**src/design/nteo_pkg.sv**
```systemverilog
// shared constants, types and codes for the neighbour table
package nteo_pkg;

  localparam int TABLE_DEPTH = 32;
  localparam int IDX_W = $clog2(TABLE_DEPTH);
  localparam int CNT_W = $clog2(TABLE_DEPTH + 1);
  localparam int NODE_W = 32;
  localparam int STAMP_W = 32;
  localparam int SLOT_W = 5;
  localparam int COUNT_W = 6;

  localparam logic OP_HEARD = 1'b0;
  localparam logic OP_CLEAR = 1'b1;

  typedef enum logic [1:0] {
    OUT_FOUND    = 2'd0,
    OUT_APPENDED = 2'd1,
    OUT_REPLACED = 2'd2,
    OUT_CLEARED  = 2'd3
  } outcome_t;

  typedef enum logic [1:0] {
    ST_IDLE,
    ST_SCAN,
    ST_OLDEST
  } state_t;

  typedef struct packed {
    logic [NODE_W-1:0]  id;
    logic [STAMP_W-1:0] stamp;
  } entry_t;

  typedef struct packed {
    logic             we;
    logic [IDX_W-1:0] addr;
    entry_t           data;
  } tbl_wr_t;

  typedef struct packed {
    logic             re;
    logic [IDX_W-1:0] addr;
  } tbl_rd_t;

endpackage

```
**src/design/nteo_table.sv**
```systemverilog
// neighbour table storage: one write port, one registered read port
module nteo_table (
  input  logic            clk,
  input  nteo_pkg::tbl_wr_t wr,
  input  nteo_pkg::tbl_rd_t rd,
  output nteo_pkg::entry_t  rdata
);

  nteo_pkg::entry_t mem [nteo_pkg::TABLE_DEPTH];

  always_ff @(posedge clk) begin
    if (wr.we) begin
      mem[wr.addr] <= wr.data;
    end
  end

  always_ff @(posedge clk) begin
    if (rd.re) begin
      rdata <= mem[rd.addr];
    end
  end

endmodule

```
**src/design/neighbour_table_oldest_eviction.sv**
```systemverilog
// neighbour table top: sequencer walking the table through one read port
// clear completes from idle; a lookup scans the used entries in order until a hit
// a miss appends when there is room; with the table full and the node absent,
// a second pass over all entries finds the oldest stamp and overwrites that entry
// busy drops in the strobe cycle, so the next transaction can be taken there
// reset clears sequencer and cnt, not entry_count; table contents stay unwritten
module neighbour_table_oldest_eviction (
  input  logic        clk,
  input  logic        rst,
  input  logic        start,
  input  logic        op,
  input  logic [31:0] node_number,
  input  logic [31:0] now_time,
  output logic        busy,
  output logic        done,
  output logic [4:0]  slot_index,
  output logic [1:0]  outcome,
  output logic [31:0] replaced_node,
  output logic [5:0]  entry_count
);

  nteo_pkg::state_t state, state_next;
  logic [nteo_pkg::CNT_W-1:0] cnt, cnt_next;
  logic [nteo_pkg::CNT_W-1:0] idx, idx_next;
  logic rd_pend;
  logic [nteo_pkg::IDX_W-1:0] rd_idx;
  logic [nteo_pkg::NODE_W-1:0] node, node_next;
  logic [nteo_pkg::STAMP_W-1:0] now, now_next;
  logic [nteo_pkg::STAMP_W-1:0] best_stamp, best_stamp_next;
  logic [nteo_pkg::NODE_W-1:0] best_id, best_id_next;
  logic [nteo_pkg::IDX_W-1:0] best_idx, best_idx_next;
  logic done_next;
  logic [nteo_pkg::SLOT_W-1:0] slot_q, slot_next;
  nteo_pkg::outcome_t outcome_q, outcome_next;
  logic [nteo_pkg::NODE_W-1:0] replaced_q, replaced_next;
  logic [nteo_pkg::COUNT_W-1:0] count_q, count_next;

  nteo_pkg::tbl_wr_t wr;
  nteo_pkg::tbl_rd_t rd;
  nteo_pkg::entry_t rdata;

  nteo_table u_table (
    .clk   (clk),
    .wr    (wr),
    .rd    (rd),
    .rdata (rdata)
  );

  assign busy = (state != nteo_pkg::ST_IDLE);
  assign slot_index = slot_q;
  assign outcome = outcome_q;
  assign replaced_node = replaced_q;
  assign entry_count = count_q;

  always_ff @(posedge clk) begin
    if (rst) begin
      state <= nteo_pkg::ST_IDLE;
      cnt <= '0;
      rd_pend <= 1'b0;
      done <= 1'b0;
    end else begin
      state <= state_next;
      cnt <= cnt_next;
      rd_pend <= rd.re;
      done <= done_next;
    end
  end

  always_ff @(posedge clk) begin
    idx <= idx_next;
    rd_idx <= rd.addr;
    node <= node_next;
    now <= now_next;
    best_stamp <= best_stamp_next;
    best_id <= best_id_next;
    best_idx <= best_idx_next;
    slot_q <= slot_next;
    outcome_q <= outcome_next;
    replaced_q <= replaced_next;
    count_q <= count_next;
  end

  always_comb begin
    state_next = state;
    cnt_next = cnt;
    idx_next = idx;
    node_next = node;
    now_next = now;
    best_stamp_next = best_stamp;
    best_id_next = best_id;
    best_idx_next = best_idx;
    done_next = 1'b0;
    slot_next = slot_q;
    outcome_next = outcome_q;
    replaced_next = replaced_q;
    count_next = count_q;
    wr.we = 1'b0;
    wr.addr = rd_idx;
    wr.data.id = node;
    wr.data.stamp = now;
    rd.re = 1'b0;
    rd.addr = idx[nteo_pkg::IDX_W-1:0];

    case (state)
      nteo_pkg::ST_IDLE: begin
        if (start) begin
          if (op == nteo_pkg::OP_CLEAR) begin
            cnt_next = '0;
            slot_next = '0;
            outcome_next = nteo_pkg::OUT_CLEARED;
            replaced_next = '0;
            count_next = '0;
            done_next = 1'b1;
          end else begin
            node_next = node_number;
            now_next = now_time;
            idx_next = '0;
            state_next = nteo_pkg::ST_SCAN;
          end
        end
      end

      nteo_pkg::ST_SCAN: begin
        if (rd_pend && (rdata.id == node)) begin
          // hit: refresh stamp
          wr.we = 1'b1;
          wr.addr = rd_idx;
          slot_next = nteo_pkg::SLOT_W'(rd_idx);
          outcome_next = nteo_pkg::OUT_FOUND;
          replaced_next = '0;
          count_next = nteo_pkg::COUNT_W'(cnt);
          done_next = 1'b1;
          state_next = nteo_pkg::ST_IDLE;
        end else if (idx < cnt) begin
          rd.re = 1'b1;
          idx_next = idx + nteo_pkg::CNT_W'(1);
        end else if (!rd_pend) begin
          if (cnt < nteo_pkg::CNT_W'(nteo_pkg::TABLE_DEPTH)) begin
            // miss with room: append
            wr.we = 1'b1;
            wr.addr = cnt[nteo_pkg::IDX_W-1:0];
            cnt_next = cnt + nteo_pkg::CNT_W'(1);
            slot_next = nteo_pkg::SLOT_W'(cnt);
            outcome_next = nteo_pkg::OUT_APPENDED;
            replaced_next = '0;
            count_next = nteo_pkg::COUNT_W'(cnt + nteo_pkg::CNT_W'(1));
            done_next = 1'b1;
            state_next = nteo_pkg::ST_IDLE;
          end else begin
            idx_next = '0;
            state_next = nteo_pkg::ST_OLDEST;
          end
        end
      end

      nteo_pkg::ST_OLDEST: begin
        if (rd_pend && ((rd_idx == '0) || (rdata.stamp < best_stamp))) begin
          best_stamp_next = rdata.stamp;
          best_id_next = rdata.id;
          best_idx_next = rd_idx;
        end
        if (idx < cnt) begin
          rd.re = 1'b1;
          idx_next = idx + nteo_pkg::CNT_W'(1);
        end else if (!rd_pend) begin
          // evict oldest
          wr.we = 1'b1;
          wr.addr = best_idx;
          slot_next = nteo_pkg::SLOT_W'(best_idx);
          outcome_next = nteo_pkg::OUT_REPLACED;
          replaced_next = best_id;
          count_next = nteo_pkg::COUNT_W'(cnt);
          done_next = 1'b1;
          state_next = nteo_pkg::ST_IDLE;
        end
      end

      default: begin
        state_next = nteo_pkg::ST_IDLE;
      end
    endcase
  end

  a_count_bound: assert property (@(posedge clk) disable iff (rst)
    cnt <= nteo_pkg::CNT_W'(nteo_pkg::TABLE_DEPTH))
    else $error("entry count beyond table depth");

  a_done_source: assert property (@(posedge clk) disable iff (rst)
    $rose(done) |-> ($past(state) != nteo_pkg::ST_IDLE) || $past(start && op))
    else $error("result strobe without a transaction");

  a_replaced_zero: assert property (@(posedge clk) disable iff (rst)
    done && (outcome_q != nteo_pkg::OUT_REPLACED) |-> replaced_q == '0)
    else $error("replaced node set without eviction");

  a_replace_full: assert property (@(posedge clk) disable iff (rst)
    done && (outcome_q == nteo_pkg::OUT_REPLACED)
      |-> cnt == nteo_pkg::CNT_W'(nteo_pkg::TABLE_DEPTH))
    else $error("eviction while table not full");

  a_read_in_range: assert property (@(posedge clk) disable iff (rst)
    rd_pend |-> (nteo_pkg::CNT_W'(rd_idx) < cnt) && (state != nteo_pkg::ST_IDLE))
    else $error("table read outside used entries");

endmodule
```
**config.mk**
```make
export PLATFORM = sky130hd
export DESIGN_NAME = neighbour_table_oldest_eviction
export DESIGN_NICKNAME = d
export VERILOG_FILES = /design/src/design/nteo_pkg.sv /design/src/design/nteo_table.sv /design/src/design/neighbour_table_oldest_eviction.sv
export SDC_FILE = /design/constraint.sdc
export NUM_CORES = 2
export LEC_CHECK = 0
export ABC_CLOCK_PERIOD_IN_PS = 7500
export BUFFER_PORTS_ARGS = -buffer_cell sky130_fd_sc_hd__buf_2
export CAP_MARGIN = 10
export CORE_MARGIN = 2
export CORE_UTILIZATION = 56
export DETAILED_ROUTE_END_ITERATION = 8
export HOLD_SLACK_MARGIN = 0.08
export PLACE_DENSITY = 0.74
export SYNTH_ARGS = -nofsm -noshare
export SYNTH_HDL_FRONTEND = slang
export SYNTH_SLANG_ARGS = --single-unit
```
**constraint.sdc**
```tcl
create_clock -name clk -period 7.5 [get_ports clk]
set_input_delay 0.75 -clock clk [delete_from_list [all_inputs] [get_ports clk]]
set_output_delay 0.75 -clock clk [all_outputs]
set_load 0.01 [all_outputs]
```
==> impl_metrics.json <==
{
  "wl_per_cell_um": 33.0,
  "worstSetupPathType": "flop to flop",
  "post_cts_buffers": 0,
  "place_congestion": 0.861,
  "first_pass_iters": 6,
  "endpoint_kind": "flop",
  "avgViaCountPerCell": 6.66,
  "yosys.area_share.simple_pct": 1.25,
  "dp_hpwl_um": 102000,
  "grt_usage_pct": 25.6,
  "synth-xor-area-share_pct": 0.358,
  "synth_fa_ha_area_share_pct": 0.611,
  "drv_slew": 0,
  "synth.top_cell.area_share_pct": 78.3,
  "ys_warn_count": 0,
  "slew_headroom_pct": 11.6,
  "p_switching_w": 0.00538,
  "synth_enable_flop_cells": 2296,
  "cts-root-buf": "clkbuf_16",
  "ant_nets": 0,
  "row_count": 145,
  "area_growth_pct": 12.6,
  "yosysUniqueCellTypes": 68,
  "swShare_pct": 20.5,
  "dp.cells": 5725,
  "yosysTopAreaCell": "edfxtp_1",
  "yosysSeqAreaShare_pct": 78.6,
  "syn_inst": 3613,
  "hold_violations": 0,
  "synthMuxAreaShare_pct": 17.3,
  "worst_pin_slew_ps": 1320,
  "cts.sinks": 2311,
  "drv_cap": 0,
  "cts_tree": "yes",
  "dieArea_um2": 160000,
  "skew_ps": 47.0,
  "setup_tns_ps": 0,
  "drtIter0Drc": 5801,
  "drcViolationCount": 0,
  "synth-seq-cells": 2311,
  "post_dp_cell_area_um2": 91700,
  "cts-htree-levels": 4,
  "synth_area_per_cell_um2": 24.4,
  "insertion_delay_ps": 850,
  "hold_class": "input port to flop",
  "final_util_pct": 63.5,
  "wl_um": 203000,
  "core_um2": 156000,
  "fillers": 9787,
  "synthesis.nets": 3724,
  "p_int_w": 0.0209,
  "rsz0062_at_grt": "false",
  "setup-violations-final": 0,
  "p_per_area_nw_per_um2": 265,
  "cp.required_ps": 7970,
  "clkPwrFrac_pct": 40.8,
  "postCtsHoldBufs": 52,
  "ctsResizeCount": 0,
  "clkTransAtPathRegs_ps": 60,
  "start_util_pct": 56.4,
  "die_h_um": 401,
  "post-route-min-period_ps": 5350,
  "synth_top_family_by_area": "multiplexers",
  "grt_pass1_wl_um": 295000,
  "yosys-top-cells-area": "edfxtp_1 78%, mux4_2 16%, mux2_2 0.84%, ha_1 0.61%, clkbuf_1 0.39%",
  "die_w_um": 401,
  "ys_top_cells_by_count": "2296 x edfxtp_1, 640 x mux4_2, 91 x clkbuf_1, 66 x mux2_2, 54 x buf_2",
  "power_frac_comb_pct": 4.7,
  "seqPwrFrac_pct": 54.6,
  "drive_gt1_share_pct": 31.3,
  "cts-buffers-inserted": 216,
  "leakagePower_nw": 31.0,
  "vias": 41000,
  "io_buffer_count": 114,
  "fin_crit_sh_pct": 71.4,
  "synth_compound_area_share_pct": 0.774,
  "crit_fanout": 91,
  "yosysMostFrequentCell": "edfxtp_1",
  "antenna_found_initial": 11,
  "ios": 115,
  "stdcell_count": 6164,
  "grt_max_degree": 122,
  "fmax_mhz": 187,
  "cts_buffer_depth": 3,
  "fin_area_um2": 99100,
  "fin_nets": 4048,
  "grt_pass1_vias": 41500,
  "synth_area_um2": 88100,
  "synthArstFlopShare_pct": 0,
  "status": "finished, final reports clean",
  "crit_arrival_ps": 5820,
  "start_kind": "flop",
  "synth_ff_type": "edfxtp_1",
  "vdd_drop_max_mv": 0.244,
  "grt_overflow": 0
}
[final cells by class]
type / count / area, um2 / area share (%)
Antenna cell: 1 / 2.50 / 0.00252
Clock buffer: 258 / 5650 / 5.70
Clock inverter: 128 / 1270 / 1.28
Inverter: 48 / 180 / 0.182
Multi-Input combinational cell: 1084 / 18100 / 18.3
Sequential cell: 2311 / 69200 / 69.8
Tap cell: 2058 / 2570 / 2.60
Timing Repair Buffer: 276 / 2100 / 2.12
[critical path: stages, from the launching register on]
cell and delay, ps:
edfxtp_1 370, buf_12 560, ha_1 360, and2_1 150
and3_4 190, a21oi_2 570, o21ai_0 220, a21boi_0 460
o21ai_1 490, nor2_4 940, buf_4 540
[kinds of logic after synthesis]
family / after synthesis
buffers and inverters: 218
flip-flops: 2311
multiplexers: 713
AO/OA/AOI/OAI: 96
AND/OR/NAND/NOR: 196
XOR/XNOR: 36
adder cells (fa/ha/maj): 43
[registers in the layout (all words and copies together), names as in the netlist, 2 cells and up]
name / cells
u_table.rdata: 64
state: 2
cnt: 6
best_id: 32
idx: 6
best_stamp: 32
rd_idx: 5
slot_index: 5
best_idx: 5
node: 32
now: 32
outcome: 2
replaced_node: 32
u_table.mem: 2048
entry_count: 6
[worst paths after layout]
path	start	endpoint	slack, ps	cells after the start
setup / recovery	idx[3]	u_table.mem[14][17]	2150	10
hold / removal	node_number[21]	node[21]	140	1
setup reg to reg	idx[3]	u_table.mem[14][17]	2150	10
hold reg to reg	u_table.rdata[1]	best_stamp[1]	440	0
[metrics by stage]
step	setup WS, ps	power [W]	hold slack [ps]
2_1_floorplan	325	0.0154	372
3_3_place_gp	2360	0.0158	427
3_5_place_dp	2230	0.0158	440
4_1_cts	2170	0.0264	84.2
5_1_grt	1830	0.0270	101
6_report	2150	0.0263	140
[metal layers]
metal | wire length (um) | up-vias | track usage [%]
li1 | - | 16200 | -
met1 | 79200 | 21800 | 37.7
met2 | 97400 | 2698 | 39.5
met3 | 22000 | 340 | 5.75
met4 | 4750 | 4 | 6.77
met5 | 27 | - | 0
[power groups by stage]
stage,registers (W),clock network (W),logic [W]
floorplan,0.0146,0,0.000848
global route,0.0144,0.0113,0.00130
detailed placement,0.0146,0,0.00120
global placement,0.0146,0,0.00120
finish,0.0143,0.0107,0.00123
CTS,0.0143,0.0109,0.00124
[cell usage in the layout, fill, tap and decap left out, types with 5 or more instances in the layout]
| cell | synthesis | routed |
|---|---|---|
| nand2b_1 | 5 | 5 |
| clkinvlp_4 | 0 | 7 |
| clkbuf_1 | 91 | 37 |
| mux2_2 | 66 | 66 |
| clkbuf_16 | 0 | 219 |
| edfxtp_1 | 2296 | 2296 |
| dlygate4sd3_1 | 0 | 52 |
| o211ai_1 | 5 | 5 |
| ha_1 | 43 | 42 |
| nand4_1 | 17 | 17 |
| a21o_1 | 12 | 12 |
| nor3_4 | 1 | 8 |
| inv_1 | 47 | 47 |
| xnor2_1 | 13 | 13 |
| nor2_1 | 37 | 19 |
| o21ai_0 | 21 | 21 |
| buf_2 | 54 | 114 |
| a21oi_1 | 19 | 19 |
| and2_1 | 33 | 33 |
| buf_12 | 0 | 15 |
| and3_1 | 6 | 6 |
| nand3_1 | 10 | 10 |
| nand2_1 | 35 | 35 |
| buf_4 | 1 | 95 |
| xor2_1 | 23 | 23 |
| dfxtp_1 | 15 | 15 |
| or3_1 | 7 | 7 |
| nor3_1 | 16 | 8 |
| bufinv_16 | 0 | 21 |
| nor2_4 | 0 | 18 |
| nor3_2 | 7 | 8 |
| mux2i_1 | 7 | 7 |
| clkinv_1 | 1 | 47 |
| clkinv_2 | 0 | 38 |
| mux4_2 | 640 | 640 |
| nor4_1 | 7 | 7 |
No activity file was read; power rests on OpenSTA's default activity.
